$ cat src/rtl/core/rcs_pkg.sv
// Shared constants, types and helpers of the range-to-prefix splitter.
package rcs_pkg;

   // Fixed field widths of the channels
   localparam int BASE_WIDTH  = 32;
   localparam int PLEN_WIDTH  = 6;
   localparam int TAG_WIDTH   = 16;

   // Default address width and depth of the queue between front and back
   localparam int ADDR_WIDTH_DEFAULT = 32;
   localparam int QUEUE_DEPTH        = 2;

   typedef logic [BASE_WIDTH-1:0] base_type;
   typedef logic [PLEN_WIDTH-1:0] plen_type;
   typedef logic [TAG_WIDTH-1:0]  tag_type;

   // Queue status seen by the front (full) and the back (empty)
   typedef struct packed {
      logic full;
      logic empty;
   } q_status_type;

endpackage

$ cat src/rtl/core/rcs_front.sv
// Front end: holds the country register, classifies ranges, queues the wanted ones.
module rcs_front #(
   parameter int ADDR_WIDTH = rcs_pkg::ADDR_WIDTH_DEFAULT
) (
   input  logic                        clock,
   input  logic                        reset,
   // configuration write
   input  logic                        csr_valid,
   output logic                        csr_ready,
   input  rcs_pkg::tag_type            csr_data,
   // incoming ranges
   input  logic                        req_valid,
   output logic                        req_stall,
   input  rcs_pkg::base_type           req_range_first,
   input  rcs_pkg::base_type           req_range_last,
   input  rcs_pkg::tag_type            req_country_tag,
   // queue push side
   input  rcs_pkg::q_status_type       q_status,
   output logic                        q_push,
   output logic [ADDR_WIDTH-1:0]       q_first,
   output logic [ADDR_WIDTH:0]         q_count
);

   localparam logic [7:0] LOWER_A    = 8'h61;
   localparam logic [7:0] LOWER_Z    = 8'h7A;
   localparam logic [7:0] CASE_DELTA = 8'h20;

   rcs_pkg::tag_type        want_ff;
   rcs_pkg::tag_type        want_in;
   logic [ADDR_WIDTH-1:0]   first;
   logic [ADDR_WIDTH-1:0]   last;
   logic                    match;

   function automatic logic [7:0] fold_upper(input logic [7:0] c);
      logic [7:0] r;
      r = c;
      if (c >= LOWER_A && c <= LOWER_Z) begin
         r = c - CASE_DELTA;
      end
      return r;
   endfunction

   // Store the wanted code already folded to upper case
   assign csr_ready = 1'b1;
   assign want_in   = (csr_valid && csr_ready)
                      ? {fold_upper(csr_data[15:8]), fold_upper(csr_data[7:0])}
                      : want_ff;

   always_ff @(posedge clock) begin
      if (reset) begin
         want_ff <= '0;
      end else begin
         want_ff <= want_in;
      end
   end

   // Classify: tag must match and the range must not be reversed
   assign first = ADDR_WIDTH'(req_range_first);
   assign last  = ADDR_WIDTH'(req_range_last);
   assign match = (req_country_tag == want_ff) && (last >= first);

   // Stall only on a full queue; dropped transactions are never pushed
   assign req_stall = q_status.full;
   assign q_push    = req_valid && !req_stall && match;
   assign q_first   = first;
   assign q_count   = {1'b0, last} - {1'b0, first} + {{ADDR_WIDTH{1'b0}}, 1'b1};

endmodule

$ cat src/rtl/core/rcs_queue.sv
// Short queue of accepted ranges between the classifier and the splitter.
module rcs_queue #(
   parameter int ADDR_WIDTH = rcs_pkg::ADDR_WIDTH_DEFAULT
) (
   input  logic                        clock,
   input  logic                        reset,
   input  logic                        push,
   input  logic [ADDR_WIDTH-1:0]       push_first,
   input  logic [ADDR_WIDTH:0]         push_count,
   input  logic                        pop,
   output logic [ADDR_WIDTH-1:0]       pop_first,
   output logic [ADDR_WIDTH:0]         pop_count,
   output rcs_pkg::q_status_type       status
);

   localparam int DEPTH = rcs_pkg::QUEUE_DEPTH;
   localparam int PW    = (DEPTH > 1) ? $clog2(DEPTH) : 1;
   localparam int CW    = $clog2(DEPTH + 1);

   logic [ADDR_WIDTH-1:0] first_ff [DEPTH];
   logic [ADDR_WIDTH:0]   count_ff [DEPTH];
   logic [PW-1:0]         wr_ptr_ff, wr_ptr_in;
   logic [PW-1:0]         rd_ptr_ff, rd_ptr_in;
   logic [CW-1:0]         fill_ff, fill_in;

   function automatic logic [PW-1:0] bump(input logic [PW-1:0] p);
      return (p == PW'(DEPTH - 1)) ? '0 : p + PW'(1);
   endfunction

   assign status.full  = (fill_ff == CW'(DEPTH));
   assign status.empty = (fill_ff == '0);

   // Advance pointers and fill level
   always_comb begin
      wr_ptr_in = push ? bump(wr_ptr_ff) : wr_ptr_ff;
      rd_ptr_in = pop  ? bump(rd_ptr_ff) : rd_ptr_ff;
      fill_in   = fill_ff;
      if (push && !pop) begin
         fill_in = fill_ff + CW'(1);
      end else if (pop && !push) begin
         fill_in = fill_ff - CW'(1);
      end
   end

   always_ff @(posedge clock) begin
      if (reset) begin
         wr_ptr_ff <= '0;
         rd_ptr_ff <= '0;
         fill_ff   <= '0;
      end else begin
         wr_ptr_ff <= wr_ptr_in;
         rd_ptr_ff <= rd_ptr_in;
         fill_ff   <= fill_in;
      end
   end

   // Write the entry storage
   always_ff @(posedge clock) begin
      if (push) begin
         first_ff[wr_ptr_ff] <= push_first;
         count_ff[wr_ptr_ff] <= push_count;
      end
   end

   assign pop_first = first_ff[rd_ptr_ff];
   assign pop_count = count_ff[rd_ptr_ff];

`ifndef ASSERT_OFF
   a_no_overflow: assert property (@(posedge clock) disable iff (reset)
      status.full |-> !push || pop)
      else $error("queue written while full");
   a_no_underflow: assert property (@(posedge clock) disable iff (reset)
      status.empty |-> !pop)
      else $error("queue read while empty");
`endif

endmodule

$ cat src/rtl/core/rcs_split.sv
// Back end: walks one range and emits one aligned prefix block per cycle while rsp_stall is low.
module rcs_split #(
   parameter int ADDR_WIDTH = rcs_pkg::ADDR_WIDTH_DEFAULT
) (
   input  logic                        clock,
   input  logic                        reset,
   // queue pop side
   input  rcs_pkg::q_status_type       q_status,
   input  logic [ADDR_WIDTH-1:0]       q_first,
   input  logic [ADDR_WIDTH:0]         q_count,
   output logic                        q_pop,
   // outgoing blocks
   output logic                        rsp_valid,
   input  logic                        rsp_stall,
   output rcs_pkg::base_type           rsp_block_base,
   output rcs_pkg::plen_type           rsp_prefix_length,
   output logic                        rsp_run_last
);

   localparam int RW   = ADDR_WIDTH + 1;
   localparam int KW   = $clog2(RW);
   localparam int LVLS = $clog2(RW);

   logic                     active_ff, active_in;
   logic [ADDR_WIDTH-1:0]    cursor_ff, cursor_in;
   logic [RW-1:0]            remain_ff, remain_in;
   logic                     valid_ff, valid_in;
   rcs_pkg::base_type        base_ff, base_in;
   rcs_pkg::plen_type        plen_ff, plen_in;
   logic                     last_ff, last_in;

   logic [RW-1:0]            cur_ext;
   logic [RW-1:0]            align;
   logic [RW-1:0]            smear;
   logic [RW-1:0]            top;
   logic [RW-1:0]            size;
   logic [KW-1:0]            k;
   logic                     fin;
   logic                     out_load;

   // Largest block aligned at the cursor (a zero cursor aligns to the whole space)
   assign cur_ext = {1'b1, cursor_ff};
   assign align   = cur_ext & (~cur_ext + RW'(1));

   // Highest power of two not above the remaining count
   always_comb begin
      smear = remain_ff;
      for (int i = 0; i < LVLS; i++) begin
         smear = smear | (smear >> (1 << i));
      end
   end
   assign top  = remain_ff & ~(smear >> 1);
   assign size = (align <= remain_ff) ? align : top;
   assign fin  = (size == remain_ff);

   // Encode the one-hot block size
   always_comb begin
      k = '0;
      for (int i = 0; i < RW; i++) begin
         if (size[i]) begin
            k = k | KW'(i);
         end
      end
   end

   // Emit a block whenever the output register is free or being taken
   assign out_load = active_ff && (!valid_ff || !rsp_stall);
   assign q_pop    = !active_ff && !q_status.empty;

   // Load a new range or advance the cursor
   always_comb begin
      active_in = active_ff;
      cursor_in = cursor_ff;
      remain_in = remain_ff;
      if (q_pop) begin
         active_in = 1'b1;
         cursor_in = q_first;
         remain_in = q_count;
      end else if (out_load) begin
         active_in = !fin;
         cursor_in = cursor_ff + size[ADDR_WIDTH-1:0];
         remain_in = remain_ff - size;
      end
   end

   // Output register: hold while stalled, drop once taken
   always_comb begin
      base_in  = base_ff;
      plen_in  = plen_ff;
      last_in  = last_ff;
      valid_in = valid_ff && rsp_stall;
      if (out_load) begin
         valid_in = 1'b1;
         base_in  = rcs_pkg::base_type'(cursor_ff);
         plen_in  = rcs_pkg::plen_type'(ADDR_WIDTH) - rcs_pkg::plen_type'(k);
         last_in  = fin;
      end
   end

   always_ff @(posedge clock) begin
      if (reset) begin
         active_ff <= 1'b0;
         valid_ff  <= 1'b0;
      end else begin
         active_ff <= active_in;
         valid_ff  <= valid_in;
      end
   end

   always_ff @(posedge clock) begin
      cursor_ff <= cursor_in;
      remain_ff <= remain_in;
      base_ff   <= base_in;
      plen_ff   <= plen_in;
      last_ff   <= last_in;
   end

   assign rsp_valid         = valid_ff;
   assign rsp_block_base    = base_ff;
   assign rsp_prefix_length = plen_ff;
   assign rsp_run_last      = last_ff;

`ifndef ASSERT_OFF
   a_remain_nonzero: assert property (@(posedge clock) disable iff (reset)
      active_ff |-> remain_ff != '0)
      else $error("splitter active with nothing left to cover");
   a_size_onehot: assert property (@(posedge clock) disable iff (reset)
      active_ff |-> $onehot(size))
      else $error("block size is not a single power of two");
   a_aligned: assert property (@(posedge clock) disable iff (reset)
      out_load |-> (cur_ext & (size - RW'(1))) == '0)
      else $error("emitted block not aligned at cursor");
   a_run_ends: assert property (@(posedge clock) disable iff (reset)
      out_load && fin |=> !active_ff && rsp_run_last)
      else $error("run did not end after its final block");
`endif

endmodule

$ cat src/rtl/core/range_to_cidr_splitter_core.sv
// Top level of the address range to aligned prefix block splitter.
// Each accepted range whose country tag equals the configured code (folded to
// upper case) and whose last address is not below its first comes out as the
// minimal run of aligned prefix blocks, lowest first, one block per cycle while
// rsp_stall is low, with rsp_run_last set on the final one; other ranges are
// dropped. The front classifies one range per cycle while the queue is not
// full and feeds a two-entry queue; the splitter pops a range from it only
// while idle and then issues its blocks, taking no new range until it has
// issued the final block of the current one. Dropped ranges never enter the
// queue. The csr write port is always ready; write it only while idle.
module range_to_cidr_splitter_core #(
   parameter int ADDR_WIDTH = rcs_pkg::ADDR_WIDTH_DEFAULT
) (
   input  logic                  clock,
   input  logic                  reset,
   input  logic                  csr_valid,
   output logic                  csr_ready,
   input  rcs_pkg::tag_type      csr_data,
   input  logic                  req_valid,
   output logic                  req_stall,
   input  rcs_pkg::base_type     req_range_first,
   input  rcs_pkg::base_type     req_range_last,
   input  rcs_pkg::tag_type      req_country_tag,
   output logic                  rsp_valid,
   input  logic                  rsp_stall,
   output rcs_pkg::base_type     rsp_block_base,
   output rcs_pkg::plen_type     rsp_prefix_length,
   output logic                  rsp_run_last
);

   rcs_pkg::q_status_type     q_status;
   logic                      q_push;
   logic                      q_pop;
   logic [ADDR_WIDTH-1:0]     push_first;
   logic [ADDR_WIDTH:0]       push_count;
   logic [ADDR_WIDTH-1:0]     pop_first;
   logic [ADDR_WIDTH:0]       pop_count;

   rcs_front #(.ADDR_WIDTH(ADDR_WIDTH)) u_front (
      .clock           (clock),
      .reset           (reset),
      .csr_valid       (csr_valid),
      .csr_ready       (csr_ready),
      .csr_data        (csr_data),
      .req_valid       (req_valid),
      .req_stall       (req_stall),
      .req_range_first (req_range_first),
      .req_range_last  (req_range_last),
      .req_country_tag (req_country_tag),
      .q_status        (q_status),
      .q_push          (q_push),
      .q_first         (push_first),
      .q_count         (push_count)
   );

   rcs_queue #(.ADDR_WIDTH(ADDR_WIDTH)) u_queue (
      .clock      (clock),
      .reset      (reset),
      .push       (q_push),
      .push_first (push_first),
      .push_count (push_count),
      .pop        (q_pop),
      .pop_first  (pop_first),
      .pop_count  (pop_count),
      .status     (q_status)
   );

   rcs_split #(.ADDR_WIDTH(ADDR_WIDTH)) u_split (
      .clock             (clock),
      .reset             (reset),
      .q_status          (q_status),
      .q_first           (pop_first),
      .q_count           (pop_count),
      .q_pop             (q_pop),
      .rsp_valid         (rsp_valid),
      .rsp_stall         (rsp_stall),
      .rsp_block_base    (rsp_block_base),
      .rsp_prefix_length (rsp_prefix_length),
      .rsp_run_last      (rsp_run_last)
   );

endmodule
$ cat config.mk
export PLATFORM = sky130hd
export DESIGN_NAME = range_to_cidr_splitter_core
export DESIGN_NICKNAME = d
export VERILOG_FILES = /design/src/rtl/core/rcs_pkg.sv /design/src/rtl/core/rcs_front.sv /design/src/rtl/core/rcs_queue.sv /design/src/rtl/core/rcs_split.sv /design/src/rtl/core/range_to_cidr_splitter_core.sv
export SDC_FILE = /design/constraint.sdc
export NUM_CORES = 1
export LEC_CHECK = 0
export BUFFER_PORTS_ARGS = -buffer_cell sky130_fd_sc_hd__buf_2
export CORE_MARGIN = 5
export CORE_UTILIZATION = 52
export CTS_BUF_LIST = sky130_fd_sc_hd__clkbuf_8
export DETAILED_ROUTE_END_ITERATION = 7
export GPL_ROUTABILITY_DRIVEN = 0
export PLACE_DENSITY = 0.71
export SLEW_MARGIN = 20
export SYNTH_ARGS = -nofsm -noshare
export SYNTH_HDL_FRONTEND = slang
export SYNTH_SLANG_ARGS = --single-unit
$ cat constraint.sdc
create_clock -name clock -period 10.85 [get_ports clock]
set_clock_uncertainty 0.05 [all_clocks]
set_input_delay 2.17 -clock clock [delete_from_list [all_inputs] [get_ports clock]]
set_output_delay 2.17 -clock clock [all_outputs]
set_load 0.03 [all_outputs]
After elaboration in Yosys (flattened, before gate mapping)
Memory sizes are Yosys's and may differ from the RTL's. A register that Yosys moved wholly into a read port is not among the register bits.
Index checks and enable logic that the tools add are counted.
W data, S select, Z words.
{"block": "totals", "regBits": 126, "ramBits": 130, "in_bits": 101, "elab_cells": 122, "memories": 2}
{"block": "op_classes", "addsub": 12, "magnitude_cmp": 6, "eq_ne": 3, "muxes": 56, "bitwise_logic": 10, "reduce_logical": 22}
{"memory": "u_queue.count_ff", "depth": 2, "width": 33, "read_ports": 1, "rd_ports_with_merged_regs": 1, "write_ports": 1, "line_no": "rcs_queue.sv:21", "rtl": "logic [ADDR_WIDTH:0] count_ff [DEPTH];"}
{"memory": "u_queue.first_ff", "depth": 2, "width": 32, "read_ports": 1, "rd_ports_with_merged_regs": 1, "write_ports": 1, "line_no": "rcs_queue.sv:20", "rtl": "logic [ADDR_WIDTH-1:0] first_ff [DEPTH];"}
{"cell": "$mux W33", "n": 4}
{"cell": "$mux W32", "n": 3}
{"cell": "$mux W5", "n": 16}
{"cell": "$add A33 B1 Y33 const B", "n": 2}
{"cell": "$and A33 B33 Y33", "n": 2}
{"cell": "$eq A33 B33 Y1", "n": 1}
{"cell": "$le A33 B33 Y1", "n": 1}
{"cell": "$not A32 Y33", "n": 1}
{"cell": "$not A33 Y33", "n": 1}
{"cell": "$or A33 B1 Y33", "n": 1}
{"cell": "$or A33 B17 Y33", "n": 1}
{"cell": "$or A33 B25 Y33", "n": 1}
{"cell": "$or A33 B29 Y33", "n": 1}
{"cell": "$or A33 B31 Y33", "n": 1}
{"cell": "$or A33 B32 Y33", "n": 1}
{"cell": "$sub A32 B32 Y33", "n": 1}
{"cell": "$sub A33 B33 Y33", "n": 1}
{"cell": "$add A32 B32 Y32", "n": 1}
{"cell": "$ge A32 B32 Y1", "n": 1}
{"cell": "$mux W4", "n": 8}
{"cell": "$eq A16 B16 Y1", "n": 1}
{"cell": "$ge A8 B7 Y1 const B", "n": 2}
{"cell": "$le A8 B7 Y1 const B", "n": 2}
{"cell": "$mux W8", "n": 2}
{"cell": "15 further kinds", "n": 53}

Depth between registers and ports, before layout
{"block": "logic_depth", "word_depth": 42, "mapped_depth": 31, "depth_no_buf": 28}

Modules after synthesis
Synthesis repeated with hierarchy kept, for this count alone.
{"block": "hier_totals", "cells_unflattened": 1886, "hier_area_um2": 18839.3}
{"mod": "rcs_split", "n_inst": 1, "cells_each": 1145, "area_per_inst_um2": 9867.0, "seq_area_each_um2": 3163.0}
{"mod": "rcs_queue", "n_inst": 1, "cells_each": 224, "area_per_inst_um2": 4912.2, "seq_area_each_um2": 4003.8}
{"mod": "rcs_front", "n_inst": 1, "cells_each": 517, "area_per_inst_um2": 4060.1, "seq_area_each_um2": 320.3}

Worst setup path before layout
OpenSTA, ideal clock, no wires.
{"block": "synth_timing", "path_type": "input port to flip-flop", "from": "input port req_range_first[2]", "to": "memory u_queue.count_ff[1][0] (netlist bit), enable pin", "arrival_time_ps": 8546, "path_slack_ps": 1672, "path_stages": 13, "path_buffers": 0, "path_cell_list": "inv_1 -> ha_1 -> inv_1 -> fa_1 -> o21ai_0 -> a31oi_1 -> o21ai_0 -> a31oi_1 -> o21ai_0 -> a41oi_1 -> o21ai_0 -> a31oi_1 -> nor3b_1"}
{"block": "synth_between", "elab_chain_len": 5}
{"element": "from (decl)", "line_no": "range_to_cidr_splitter_core.sv:21", "rtl": "input rcs_pkg::base_type req_range_first,"}
{"element": "$ge A32 B32 Y1", "line_no": "rcs_front.sv:60", "rtl": "assign match = (req_country_tag == want_ff) && (last >= first);"}
{"element": "$logic_and A1 B1 Y1", "line_no": "rcs_front.sv:60"}
{"element": "$logic_and A1 B1 Y1", "line_no": "rcs_front.sv:64", "rtl": "assign q_push = req_valid && !req_stall && match;"}
{"element": "$mux W1", "line_no": "rcs_queue.sv:59", "rtl": "if (push) begin"}
{"element": "$mux W1 (implied by the code)", "line_no": "rcs_queue.sv:61", "rtl": "count_ff[wr_ptr_ff] <= push_count;"}
{"element": "to (decl)", "line_no": "rcs_queue.sv:21"}
Every way passes these cells.

Worst setup path after layout
{"block": "layout_timing", "from": "register u_split.cursor_ff[0]", "to": "register u_split.cursor_ff[30] (data pin)"}
{"block": "layout_between", "elab_chain_len": 9}
{"element": "from (decl)", "line_no": "rcs_split.sv:25", "rtl": "logic [ADDR_WIDTH-1:0] cursor_ff, cursor_in;"}
{"element": "from (signal assigned)", "line_no": "rcs_split.sv:111", "rtl": "cursor_ff <= cursor_in;"}
{"element": "$not A33 Y33", "line_no": "rcs_split.sv:43", "rtl": "assign align = cur_ext & (~cur_ext + RW'(1));"}
{"element": "$add A33 B1 Y33", "line_no": "rcs_split.sv:43"}
{"element": "$and A33 B33 Y33", "line_no": "rcs_split.sv:43"}
{"element": "$le A33 B33 Y1", "line_no": "rcs_split.sv:53", "rtl": "assign size = (align <= remain_ff) ? align : top;"}
{"element": "$mux W33", "line_no": "rcs_split.sv:53"}
{"element": "$add A32 B32 Y32 *", "line_no": "rcs_split.sv:81", "rtl": "cursor_in = cursor_ff + size[ADDR_WIDTH-1:0];"}
{"element": "$mux W32 *", "line_no": "rcs_split.sv:79", "rtl": "end else if (out_load) begin"}
{"element": "$mux W32 * (2 in series)", "line_no": "rcs_split.sv:75", "rtl": "if (q_pop) begin"}
{"element": "named net u_split.cursor_in[30]", "line_no": "rcs_split.sv:25"}
The timed path passes the listed nets; every way through them passes the cells marked *. The select of a mux whose other input is x is not followed.
A chain may end at the register's enable or synchronous reset.

==> metrics.cfg <==
[status]
outcome = finished, final reports clean

[power_and_ir_drop]
irDropWorstVdd_mv = 0.125
cellLeakagePower_nw = 8.43
powerDensity_mw_per_mm2 = 243
power.total_w = 0.00481

[yosys]
yosys_warnings = 0
yosys_register_bits = 257
synth.distinct_cells = 81
syn_area_mm2 = 0.0177
avgSynthCellArea_um2 = 9.98
async_reset_ff_share_pct = 0
synth_edf_count = 234
seq_area_frac_synth_pct = 42.3
yosys.area.top_type_share_pct = 39.7
syn_inst = 1773
ys.flop_type = edfxtp_1
synth_area_leaders = edfxtp_1 40%, ha_1 12%, mux2i_1 4.0%
syn_nets = 2057
synth_largest_area_cell = edfxtp_1

[grt]
grt_pass1_vias = 13840
antenna_found_initial = 1
grtUsageMet2_pct = 35.1
met3_usage_pct = 3.96
grt_max_degree = 69
use_met1_pct = 33.4
busiest_layer = met2
overflow = 0
track_usage_pct = 23.2
grt_first_pass_wirelength_um = 71800

[final_layout]
drive_above_1_share_pct = 12.3
syn_to_final_growth_pct = 12.1
final_nets = 2216
final_area_mm2 = 0.0198
diodes = 0

[route]
num_vias = 14073
drt_first_pass_iters = 6
via_per_inst = 5.82
wl_um = 44700
final_antenna_net_count = 0
drt_iter0_drc = 1408
route.detailed.drc = 0
wl_per_cell_um = 18.5

[worst_setup_path]
crit_family = simple AND/OR/NAND/NOR gates
worstPathRequired_ps = 11130
crit_arrival_ps = 8950
reg2reg_depth = 26
path_max_fanout = 35
cp-end-kind = register
critPathLaunchType = register
slowest_stage = nor4_1
cpPeakStageDelay_ps = 690
crit_buf_inv = 0
path_class = reg2reg
path_depth = 26

[sta]
slew_headroom_pct = 38.9
tightest_slew_ps = 916
period_needed_ps = 8680
fin_setup_tns_ps = 0
setup_viol = 0
rsz0062_at_grt = no
max_freq_mhz = 115
slew_violations = 0
hold_ws_ps = 430
finalCritPeriodShare_pct = 80.0
hold_violations = 0

[floorplanning]
die_area_mm2 = 0.0378
fp.dieW_um = 194
initial_core_util_pct = 52.8
fp.dieH_um = 194
fp-row-count = 67
core_mm2 = 0.0335
num_io_pins = 143

[cts]
cts_setup_buffers = 0
htreeDepth = 2
clock_path_buffers = 3
cts.sinks = 257
insertion_delay_ps = 580
cts-hold-fix-buffers = 0
clockRootBuffer = clkbuf_8
cts_buffers = 45
cts_tree = built
post_cts_resized = 0
clk_pin_slew_ps = 70

[flow_run]
max_cap_violations = 0

[hold_path]
hp-class = reg2reg
worstHoldPathCells = 2

[placement]
placed_cell_area_mm2 = 0.0189
dp_hpwl_um = 34500
io_buffers = 141

[through the flow]
stage	util [%]	worst slack, ps	std cells
after CTS	59.1	2270	2416
after global placement	56.4	2430	2333
after detailed placement	56.4	2320	2333
after floorplan	-	1670	1773
final	59.1	2170	2416
after global routing	59.1	1370	2416
[cell usage after synthesis, drive strengths merged (16+ instances only)]
cell type	n
ha	165
nand4	29
a211oi	16
xor2	45
a21o	37
nor2	132
inv	172
nor4	23
a31oi	17
xnor2	56
dfxtp	23
and3	26
a21oi	137
edfxtp	234
nor2b	23
nand2b	20
clkbuf	27
fa	18
nand2	105
o21ai	108
mux2i	71
nand3	44
nor3	44
[final timing paths]
kind,startpoint,end,slack (ps)
worst max-delay path,u_split.cursor_ff[0],u_split.cursor_ff[30],2170
worst min-delay path,u_front.want_ff[13],u_front.want_ff[13],430
worst max register to register,u_split.cursor_ff[0],u_split.cursor_ff[30],2170
worst min register to register,u_front.want_ff[13],u_front.want_ff[13],430
[metal layers]
| layer | part of all wire, % | vias to the layer above |
|---|---|---|
| met3 | 8.5 | 125 |
| li1 | - | 6850 |
| met1 | 45 | 6474 |
| met4 | 4.0 | 2 |
| met5 | 0.016 | - |
| met2 | 43 | 622 |
[tightest hold or removal path, cell delays in order (launching register included)]
cell	delay, ps
dfxtp_1	310
nand2b_1	70
a21oi_1	50
[logic make-up after synthesis]
kind of cell / count (synthesis) / synth area share, %
AND/OR/NAND/NOR: 532 / 15.7
multiplexers: 76 / 4.34
flip-flops: 257 / 42.3
buffers and inverters: 213 / 4.57
XOR/XNOR: 101 / 5.00
AO/OA/AOI/OAI: 410 / 14.3
adder cells (fa/ha/maj): 183 / 13.7
other: 1 / 0.0212
[state kept, by name, indices dropped and copies added, names as in the netlist, named ones only]
signal	count
u_queue.count_ff	66
u_queue.first_ff	64
u_split.remain_ff	33
u_split.cursor_ff	32
u_split.rsp_block_base	32
u_front.want_ff	16
u_split.rsp_prefix_length	6
u_queue.fill_ff	2
u_queue.rd_ptr_ff	1
u_queue.wr_ptr_ff	1
u_split.active_ff	1
u_split.rsp_run_last	1
u_split.rsp_valid	1
[cell usage in the layout, fill, tap and decap left out, drive strengths merged, types with 37 or more instances in the layout]
master  Yosys  final
clkbuf     27     46
edfxtp    234    234
nor3       44     44
nand3      44     44
nand2     105    105
buf        13    152
xnor2      56     56
inv       172    181
o21ai     108    108
a21oi     137    137
a21o       37     37
xor2       45     45
mux2i      71     71
ha        165    165
nor2      132    132
[power by group]
| part | switching [W] | internal (W) |
|---|---|---|
| clock network | 0.000407 | 0.000495 |
| logic | 0.00133 | 0.000812 |
| registers | 0.000275 | 0.00149 |
[cell type report]
type	count	area, um^2
Fill cell	2904	13700
Multi-Input combinational cell	1303	9430
Sequential cell	257	7490
Timing Repair Buffer	152	788
Inverter	173	649
Clock buffer	46	633
Tap cell	448	561
Clock inverter	37	273
No activity file was read; power rests on OpenSTA's default activity.
